`src/rtl/core/gls_pkg.sv`:
```
// ----------------------------------------------------------------------------
// gls_pkg: shared types and constants of the grip-limited speed governor
// Register indexes, field widths, the queue entry between front and back,
// the configuration bundle and the back-end sequencer states.
// ----------------------------------------------------------------------------
package gls_pkg;

  localparam int CurvW   = 20;
  localparam int SpeedW  = 16;
  localparam int CapW    = 15;
  localparam int MarginW = 17;
  localparam int GainW   = 16;
  localparam int StepW   = 17;
  localparam int GripW   = 16;
  localparam int DownW   = 20;
  localparam int PedalW  = 17;
  localparam int CfgIdxW = 3;
  localparam int CfgDatW = 20;

  // Division grip_accel * 2^28 / denom, one quotient bit per cycle.
  localparam int GripShift = 28;
  localparam int DivW      = GripW + GripShift;   // 44
  localparam int RootW     = DivW / 2;            // 22
  localparam int SremW     = RootW + 1;           // 23
  localparam int CntW      = 6;

  localparam int QueueDepth = 2;
  localparam int QPtrW      = 1;

  localparam logic [PedalW-1:0] PedalFull = PedalW'(65536);

  typedef enum logic [CfgIdxW-1:0] {
    REG_TOP_SPEED_CAP   = 3'd0,
    REG_SAFETY_MARGIN   = 3'd1,
    REG_SPEED_GAIN      = 3'd2,
    REG_MAX_PEDAL_STEP  = 3'd3,
    REG_GRIP_ACCEL      = 3'd4,
    REG_DOWNFORCE_COEFF = 3'd5
  } reg_index_t;

  typedef struct packed {
    logic [CapW-1:0]    top_speed_cap;
    logic [MarginW-1:0] safety_margin;
    logic [GainW-1:0]   speed_gain;
    logic [StepW-1:0]   max_pedal_step;
    logic [GripW-1:0]   grip_accel;
    logic [DownW-1:0]   downforce_coeff;
  } cfg_t;

  // Classified tick: use_cap set means the target is the cruise cap.
  typedef struct packed {
    logic              use_cap;
    logic [CurvW-1:0]  denom;
    logic [SpeedW-1:0] speed;
  } entry_t;

  typedef enum logic [2:0] {
    ST_IDLE,
    ST_DIV,
    ST_ROOT,
    ST_SCALE,
    ST_TARGET,
    ST_ERR,
    ST_MULT,
    ST_LIMIT
  } back_state_t;

endpackage

```
`src/rtl/core/grip_limited_speed_governor.sv`:
```
// ----------------------------------------------------------------------------
// grip_limited_speed_governor: grip-limited target speed and pedal control
// One result per control tick: throttle, brake and target speed.
// ----------------------------------------------------------------------------
// Push a tick (tightest curvature ahead, current speed) while full is low; pop
// one result per tick while empty is low. A tick whose curvature is zero, or
// whose curvature does not exceed the downforce coefficient, takes the cruise
// cap as target and goes from intake straight to target, error, gain multiply
// and the pedal limit. Any other tick runs intake, the restoring divider
// (grip_accel * 2^28 / denom, one quotient bit per cycle), the digit-by-digit
// square root, margin scale, target, error, gain multiply and the pedal limit.
// A two-entry queue holds ticks behind the back end. The
// result register lets the back end start the next tick while a result waits;
// that tick holds at the pedal limit step until the waiting beat is popped.
// Configuration registers are read live by both sides; write them only while
// the block is idle. Unknown register indexes are ignored.
// ----------------------------------------------------------------------------
module grip_limited_speed_governor (
  input  logic                         clk,
  input  logic                         rst,
  // configuration write port
  input  logic                         cfg_write,
  input  logic [gls_pkg::CfgIdxW-1:0]  cfg_index,
  input  logic [gls_pkg::CfgDatW-1:0]  cfg_data,
  // tick input
  input  logic                         push,
  output logic                         full,
  input  logic [gls_pkg::CurvW-1:0]    curvature_ahead,
  input  logic [gls_pkg::SpeedW-1:0]   speed,
  // results
  output logic                         empty,
  input  logic                         pop,
  output logic [gls_pkg::PedalW-1:0]   throttle,
  output logic [gls_pkg::PedalW-1:0]   brake,
  output logic [gls_pkg::CapW-1:0]     target_speed
);
  import gls_pkg::*;

  cfg_t   cfg;
  entry_t q_wr_data;
  entry_t q_rd_data;
  logic   q_wr;
  logic   q_rd;
  logic   q_full;
  logic   q_empty;
  logic   out_valid;

  // Register file: mask each write to its register's width.
  always_ff @(posedge clk) begin
    if (rst) begin
      cfg.top_speed_cap   <= CapW'(15360);
      cfg.safety_margin   <= MarginW'(52429);
      cfg.speed_gain      <= GainW'(13107);
      cfg.max_pedal_step  <= StepW'(66);
      cfg.grip_accel      <= GripW'(2511);
      cfg.downforce_coeff <= '0;
    end else if (cfg_write) begin
      unique case (cfg_index)
        REG_TOP_SPEED_CAP:   cfg.top_speed_cap   <= cfg_data[CapW-1:0];
        REG_SAFETY_MARGIN:   cfg.safety_margin   <= cfg_data[MarginW-1:0];
        REG_SPEED_GAIN:      cfg.speed_gain      <= cfg_data[GainW-1:0];
        REG_MAX_PEDAL_STEP:  cfg.max_pedal_step  <= cfg_data[StepW-1:0];
        REG_GRIP_ACCEL:      cfg.grip_accel      <= cfg_data[GripW-1:0];
        REG_DOWNFORCE_COEFF: cfg.downforce_coeff <= cfg_data[DownW-1:0];
        default: begin
          // drop writes to unknown indexes
        end
      endcase
    end
  end

  // Front: accept and classify each beat.
  gls_front u_front (
    .push            (push),
    .curvature_ahead (curvature_ahead),
    .speed           (speed),
    .downforce_coeff (cfg.downforce_coeff),
    .q_full          (q_full),
    .full            (full),
    .q_wr            (q_wr),
    .q_data          (q_wr_data)
  );

  // Hold classified ticks until the back end is free.
  gls_queue u_queue (
    .clk     (clk),
    .rst     (rst),
    .wr_en   (q_wr),
    .wr_data (q_wr_data),
    .q_full  (q_full),
    .rd_en   (q_rd),
    .rd_data (q_rd_data),
    .q_empty (q_empty)
  );

  // Back: iterate divide and root, then advance through the pedal law.
  gls_back u_back (
    .clk          (clk),
    .rst          (rst),
    .cfg          (cfg),
    .q_empty      (q_empty),
    .q_data       (q_rd_data),
    .q_rd         (q_rd),
    .pop          (pop && out_valid),
    .out_valid    (out_valid),
    .out_throttle (throttle),
    .out_brake    (brake),
    .out_target   (target_speed)
  );

  assign empty = !out_valid;

endmodule

```
`src/rtl/core/gls_queue.sv`:
```
// ----------------------------------------------------------------------------
// gls_queue: short FIFO of classified ticks
// Decouples the accepting front from the iterating back end.
// ----------------------------------------------------------------------------
module gls_queue (
  input  logic           clk,
  input  logic           rst,
  input  logic           wr_en,
  input  gls_pkg::entry_t wr_data,
  output logic           q_full,
  input  logic           rd_en,
  output gls_pkg::entry_t rd_data,
  output logic           q_empty
);
  import gls_pkg::*;

  entry_t             mem [QueueDepth];
  logic [QPtrW-1:0]   wr_ptr;
  logic [QPtrW-1:0]   rd_ptr;
  logic [QPtrW:0]     count;

  assign q_full  = (count == (QPtrW+1)'(QueueDepth));
  assign q_empty = (count == '0);
  assign rd_data = mem[rd_ptr];

  always_ff @(posedge clk) begin
    if (wr_en && !q_full) begin
      mem[wr_ptr] <= wr_data;
    end
  end

  always_ff @(posedge clk) begin
    if (rst) begin
      wr_ptr <= '0;
      rd_ptr <= '0;
      count  <= '0;
    end else begin
      if (wr_en && !q_full) wr_ptr <= wr_ptr + 1'b1;
      if (rd_en && !q_empty) rd_ptr <= rd_ptr + 1'b1;
      unique case ({wr_en && !q_full, rd_en && !q_empty})
        2'b10:   count <= count + 1'b1;
        2'b01:   count <= count - 1'b1;
        default: count <= count;
      endcase
    end
  end

endmodule

```
`src/rtl/core/gls_front.sv`:
```
// ----------------------------------------------------------------------------
// gls_front: tick intake and classification
// Forms denom = curvature - downforce and flags ticks that take the cap.
// ----------------------------------------------------------------------------
module gls_front (
  input  logic                        push,
  input  logic [gls_pkg::CurvW-1:0]   curvature_ahead,
  input  logic [gls_pkg::SpeedW-1:0]  speed,
  input  logic [gls_pkg::DownW-1:0]   downforce_coeff,
  input  logic                        q_full,
  output logic                        full,
  output logic                        q_wr,
  output gls_pkg::entry_t             q_data
);
  import gls_pkg::*;

  logic [CurvW:0] diff;

  assign diff = {1'b0, curvature_ahead} - {1'b0, downforce_coeff};

  always_comb begin
    q_data.speed   = speed;
    q_data.denom   = diff[CurvW-1:0];
    // straight road, or downforce at least matching the curvature
    q_data.use_cap = (curvature_ahead == '0) || diff[CurvW] || (diff == '0);
  end

  assign full = q_full;
  assign q_wr = push && !q_full;

endmodule

```
`src/rtl/core/gls_back.sv`:
```
// ----------------------------------------------------------------------------
// gls_back: target speed and pedal sequencer
// Serial divide, serial square root, margin scale (cap ticks skip all three), then the pedal law.
// ----------------------------------------------------------------------------
module gls_back (
  input  logic                        clk,
  input  logic                        rst,
  input  gls_pkg::cfg_t               cfg,
  input  logic                        q_empty,
  input  gls_pkg::entry_t             q_data,
  output logic                        q_rd,
  input  logic                        pop,
  output logic                        out_valid,
  output logic [gls_pkg::PedalW-1:0]  out_throttle,
  output logic [gls_pkg::PedalW-1:0]  out_brake,
  output logic [gls_pkg::CapW-1:0]    out_target
);
  import gls_pkg::*;

  back_state_t state, state_next;

  logic [CntW-1:0]    cnt;
  logic [SpeedW-1:0]  speed_r;
  logic [CurvW-1:0]   denom_r;
  logic               use_cap_r;
  logic [DivW-1:0]    q;
  logic [CurvW-1:0]   rem;
  logic [SremW-1:0]   srem;
  logic [RootW-1:0]   root;
  logic [CapW+7:0]    scaled;
  logic [CapW-1:0]    target;
  logic               err_pos;
  logic               err_neg;
  logic [15:0]        mag;
  logic [31:0]        pprod;
  logic [PedalW-1:0]  last_throttle;

  logic               take;
  logic               out_free;
  logic               load_out;
  logic               div_last;
  logic               root_last;

  logic [CurvW:0]     rem_sh;
  logic               div_ge;
  logic [CurvW:0]     rem_sub;
  logic [SremW+1:0]   srem_sh;
  logic [SremW+1:0]   trial;
  logic               root_ge;
  logic [SremW+1:0]   srem_sub;
  logic [MarginW+RootW-1:0] mprod;
  logic [17:0]        err;
  logic [17:0]        err_abs;
  logic [23:0]        ped_raw;
  logic [PedalW-1:0]  ped;
  logic [PedalW-1:0]  raw_thr;
  logic [PedalW-1:0]  brk;
  logic signed [18:0] lo;
  logic signed [18:0] hi;
  logic signed [18:0] thr;

  assign out_free  = !out_valid || pop;
  assign div_last  = (cnt == CntW'(DivW - 1));
  assign root_last = (cnt == CntW'(RootW - 1));

  // next state
  always_comb begin
    state_next = state;
    unique case (state)
      ST_IDLE:   if (!q_empty) state_next = q_data.use_cap ? ST_TARGET : ST_DIV;
      ST_DIV:    if (div_last) state_next = ST_ROOT;
      ST_ROOT:   if (root_last) state_next = ST_SCALE;
      ST_SCALE:  state_next = ST_TARGET;
      ST_TARGET: state_next = ST_ERR;
      ST_ERR:    state_next = ST_MULT;
      ST_MULT:   state_next = ST_LIMIT;
      ST_LIMIT:  if (out_free) state_next = ST_IDLE;
      default:   state_next = ST_IDLE;
    endcase
  end

  // control outputs
  always_comb begin
    take     = (state == ST_IDLE) && !q_empty;
    load_out = (state == ST_LIMIT) && out_free;
    q_rd     = take;
  end

  // datapath combinational terms
  always_comb begin
    rem_sh   = {rem, q[DivW-1]};
    rem_sub  = rem_sh - {1'b0, denom_r};
    div_ge   = (rem_sh >= {1'b0, denom_r});

    srem_sh  = {srem, q[DivW-1:DivW-2]};
    trial    = {1'b0, root, 2'b01};
    root_ge  = (srem_sh >= trial);
    srem_sub = srem_sh - trial;

    mprod    = cfg.safety_margin * root;

    err      = {3'b000, target} - {{2{speed_r[SpeedW-1]}}, speed_r};
    err_abs  = err[17] ? (18'd0 - err) : err;

    ped_raw  = pprod[31:8];
    ped      = (ped_raw > 24'(PedalFull)) ? PedalFull : ped_raw[PedalW-1:0];
    raw_thr  = err_pos ? ped : '0;
    brk      = err_neg ? ped : '0;

    lo       = $signed({2'b00, last_throttle}) - $signed({2'b00, cfg.max_pedal_step});
    hi       = $signed({2'b00, last_throttle}) + $signed({2'b00, cfg.max_pedal_step});
    thr      = $signed({2'b00, raw_thr});
    if (thr < lo) thr = lo;
    if (thr > hi) thr = hi;
  end

  always_ff @(posedge clk) begin
    if (rst) begin
      state         <= ST_IDLE;
      cnt           <= '0;
      out_valid     <= 1'b0;
      last_throttle <= '0;
    end else begin
      state <= state_next;
      if ((state == ST_DIV && div_last) || (state == ST_ROOT && root_last) || take) begin
        cnt <= '0;
      end else if (state == ST_DIV || state == ST_ROOT) begin
        cnt <= cnt + 1'b1;
      end
      if (load_out) begin
        out_valid     <= 1'b1;
        last_throttle <= thr[PedalW-1:0];
      end else if (pop) begin
        out_valid <= 1'b0;
      end
    end
  end

  always_ff @(posedge clk) begin
    unique case (state)
      ST_IDLE: begin
        if (take) begin
          speed_r   <= q_data.speed;
          denom_r   <= q_data.denom;
          use_cap_r <= q_data.use_cap;
          q         <= {cfg.grip_accel, GripShift'(0)};
          rem       <= '0;
          srem      <= '0;
          root      <= '0;
        end
      end
      ST_DIV: begin
        rem <= div_ge ? rem_sub[CurvW-1:0] : rem_sh[CurvW-1:0];
        q   <= {q[DivW-2:0], div_ge};
      end
      ST_ROOT: begin
        srem <= root_ge ? srem_sub[SremW-1:0] : srem_sh[SremW-1:0];
        root <= {root[RootW-2:0], root_ge};
        q    <= {q[DivW-3:0], 2'b00};
      end
      ST_SCALE: begin
        scaled <= mprod[MarginW+RootW-1:16];
      end
      ST_TARGET: begin
        if (use_cap_r || (scaled >= (CapW+8)'(cfg.top_speed_cap))) begin
          target <= cfg.top_speed_cap;
        end else begin
          target <= scaled[CapW-1:0];
        end
      end
      ST_ERR: begin
        err_pos <= !err[17] && (err != '0);
        err_neg <= err[17];
        mag     <= err_abs[15:0];
      end
      ST_MULT: begin
        pprod <= mag * cfg.speed_gain;
      end
      ST_LIMIT: begin
        if (out_free) begin
          out_throttle <= thr[PedalW-1:0];
          out_brake    <= brk;
          out_target   <= target;
        end
      end
      default: begin
      end
    endcase
  end

endmodule

```
`config.mk`:
```
export PLATFORM = sky130hd
export DESIGN_NAME = grip_limited_speed_governor
export DESIGN_NICKNAME = d
export VERILOG_FILES = /design/src/rtl/core/gls_pkg.sv /design/src/rtl/core/grip_limited_speed_governor.sv /design/src/rtl/core/gls_queue.sv /design/src/rtl/core/gls_front.sv /design/src/rtl/core/gls_back.sv
export SDC_FILE = /design/constraint.sdc
export NUM_CORES = 2
export LEC_CHECK = 0
export BUFFER_PORTS_ARGS = -buffer_cell sky130_fd_sc_hd__buf_2
export CORE_MARGIN = 2
export CORE_UTILIZATION = 40
export DETAILED_ROUTE_END_ITERATION = 16
export SLEW_MARGIN = 20
export SYNTH_ARGS = -nofsm -noshare
export SYNTH_HDL_FRONTEND = slang
export SYNTH_HIERARCHICAL = 1
export SYNTH_SLANG_ARGS = --single-unit
```
`constraint.sdc`:
```
create_clock -name clk -period 7.4 [get_ports clk]
set_input_delay 2.22 -clock clk [delete_from_list [all_inputs] [get_ports clk]]
set_output_delay 2.22 -clock clk [all_outputs]
set_load 0.01 [all_outputs]
```
==> reports/summary.md <==
## Timing
• **slew at the pin closest to its max-slew limit** 1.06 ns
• **RSZ-0062 raised after global routing** no
• **worst max-slew margin expressed relative to the limit** 29.1%
• **final max-slew violation count** 0
• **Total Neg Setup Slack** 0 ns
• **clock tree skew after final layout** 0.111 ns
• **final number of setup-violating endpoints** 0
• **final critical delay including setup and external delays** 6.87 ns
• **Fmax achieved** 145 MHz
• **period utilization** 92.9%
• **final-report hold violation count** 0

## Drt
• **Met1 Routed Length** 50500 um
• **post-route DRC violation count** 0
• **mean number of vias per cell** 5.14
• **top sig layer** met5
• **number of nets still failing antenna checks after routing** 0
• **initial drt markers** 1990
• **sum of routed wire length over all layers** 113000 um
• **length of routed met3 wiring** 5340 um
• **routed vias** 32000
• **drt first pass iters** 5
• **total length of routed met2 wires** 54800 um
• **Routed WL per cell** 18.2 um

## CTS
• **CTS hold repair buffers** 0
• **maximum clock path buffer count** 3
• **Clock Sink Count** 482
• **H-tree levels** 2
• **clock slew seen by the registers of the worst setup and hold paths** 0.06 ns
• **clock tree from TritonCTS** done
• **root buf cell** sky130_fd_sc_hd__clkbuf_16
• **clock buffer count from CTS** 59
• **Skew-Pair Late Insertion Delay** 0.71 ns

## Synthesis
• **number of standard cells after synthesis** 4623
• **flops & latches, synth** 482
• **Synth Net Count** 5561
• **register area share after synthesis** 28.9%
• **Avg Cell Area, Syn** 9.83 sq um
• **Synth Cell Area** 45500 sq um
• **leading register cell type out of synthesis** sky130_fd_sc_hd__edfxtp_1
• **Syn. warnings** 6
• **count of distinct cell types in the synthesized netlist** 99
• **EDFF count, synth** 349
• **proportion of register bits with asynchronous set or reset after synthesis** 0%

## Layout
• **most common cell after layout, fill and taps aside** sky130_fd_sc_hd__inv_1
• **count of nets after finishing** 5607
• **fillcell total** 10700
• **Multi-input gate area** 28700 sq um
• **fraction of layout instances using a drive strength above 1** 8.20%
• **flip-flop and latch area** 13100 sq um
• **commonest cells after routing, fill and taps aside** sky130_fd_sc_hd__inv_1 (741), sky130_fd_sc_hd__nand2_1 (558), sky130_fd_sc_hd__fa_1 (495)
• **Area Overhead vs Synth** 9.80%

## Outcome
• **run status** completed

## Die
• **core box area** 113000 sq um
• **Top-Level Pins** 115
• **Vert. Die Dim** 341 um
• **area enclosed by the die boundary** 116000 sq um
• **Die Span X** 341 um
• **initial cell density of the core** 40.4%
• **site row count** 123

## GRT
• **grt ovf** 0
• **number of global-route vias before repair** 32900
• **pin count of the biggest net entering global routing** 72
• **gr usage total** 19.7%
• **antenna violations before repair** 9
• **first-pass GRT wire length** 182000 um

## Setup path
• **Max stage delay on crit path** 0.43 ns
• **WP data arrival** 7.50 ns
• **nature of the critical path startpoint** register
• **critical setup path kind** reg2reg
• **slowest stage cell, crit path** sky130_fd_sc_hd__fa_1
• **Data required, critical path** 8.03 ns
• **type of destination of the critical path** register
• **largest fanout on the critical path** 17

## Run
• **number of maximum-capacitance constraint violations** 0

## Placement
• **buffers added on ports** 114
• **detailed placer's ending HPWL** 88000 um
• **final RePlAce weighted congestion** 0.887

## Hold path
• **path class of the lowest-slack min-delay path** reg2reg

metal layers:
layer / vias to the layer above / global-route usage [%]
li1: 15100 / -
met1: 16000 / 26.7
met2: 722 / 33.4
met3: 147 / 2.50
met4: 4 / 4.87
met5: - / 0
metrics by stage:
step / util (%) / area [sq um] / hold slack (ns) / worst slack [ns] / instances
final: 44.3 / 49900 / 0.459 / 0.526 / 6225
after global routing: 44.3 / 49900 / 0.471 / 0.0314 / 6221
after CTS: 44.3 / 49900 / 0.462 / 0.249 / 6217
after detailed placement: 42.3 / 47700 / 0.448 / 0.173 / 6105
after global placement: 42.3 / 47700 / 0.437 / 0.227 / 6105
after floorplan: - / 45500 / 0.426 / 0.796 / 4623
synthesized netlist by cell type (all sizes together) (27+ instances only):
library cell,instances,area [sq um]
inv,747,2800
nand2,559,2100
fa,495,9910
ha,379,4740
edfxtp,349,10500
nor2,252,948
and2,238,1490
clkbuf,173,649
a21oi,154,797
mux2i,137,1370
dfxtp,133,2660
nand2b,112,703
xnor2,108,946
o21ai,102,514
a21o,57,429
mux2,55,619
xor2,49,429
buf,42,287
nor2b,34,213
and3,33,206
nand3,33,178
nand4,33,206
a211oi,29,253
a22o,27,236
nor3,27,135
kinds of logic after synthesis:
family,Yosys count,synth area share [%]
buffers and inverters,963,8.23
muxes,192,4.38
AOI/OAI and AO/OA,552,8.29
and+or+nand+nor,1403,14.9
adders and majority gates,874,32.2
xor gates and xnor gates,157,3.02
DFF,482,28.9
what timing repair did:
action / 4_1_cts / 5_1_grt
hold endpoints to repair: 0 / 0
resized for setup: 0 / 4
endpoints found under the setup margin: 0 / 33
setup buffers: 0 / 1
state kept, by name, indices dropped and copies added, names as in the netlist, 2 cells and up, named ones only:
register / flops
u_queue/mem: 74
u_back/state: 3
u_back/target: 15
u_queue/count: 2
u_back/last_throttle: 17
u_back/pprod: 24
u_back/mag: 16
u_back/out_target: 15
u_back/scaled: 23
u_back/denom_r: 20
u_back/cnt: 6
u_back/rem: 20
u_back/speed_r: 16
u_back/srem: 23
u_back/out_brake: 17
u_back/out_throttle: 17
u_back/root: 22
u_back/q: 44
cfg: 101
cell type report:
cell class              instances  area share (%)
well taps                    1500            3.76
clock inverters                46            1.29
clock buffers                  66            3.11
diodes                          5          0.0251
inverters                     748            5.62
multi-input cells            3178            57.4
repair buffers                200            2.46
flip-flops and latches        482            26.3
worst paths after layout:
kind / startpoint / to / slack, ns / cells after the start
max reg2reg: u_back/last_throttle[0] / u_back/last_throttle[10] / 0.53 / 34
max: u_back/last_throttle[0] / u_back/last_throttle[10] / 0.53 / 34
min reg2reg: u_back/target[0] / u_back/out_target[0] / 0.46 / 0
min: u_back/target[0] / u_back/out_target[0] / 0.46 / 0
worst max-delay path: cells and delay by family (launching register included):
family	cells	cell delay, ns
xor gates and xnor gates	1	0.12
AOI/OAI and AO/OA	12	2.58
DFF	1	0.31
buffers and inverters	5	0.61
and+or+nand+nor	11	1.78
adders and majority gates	5	1.45
Power is not shown: default switching activity piles up to over one toggle a cycle in this logic, so the estimate is an artifact.
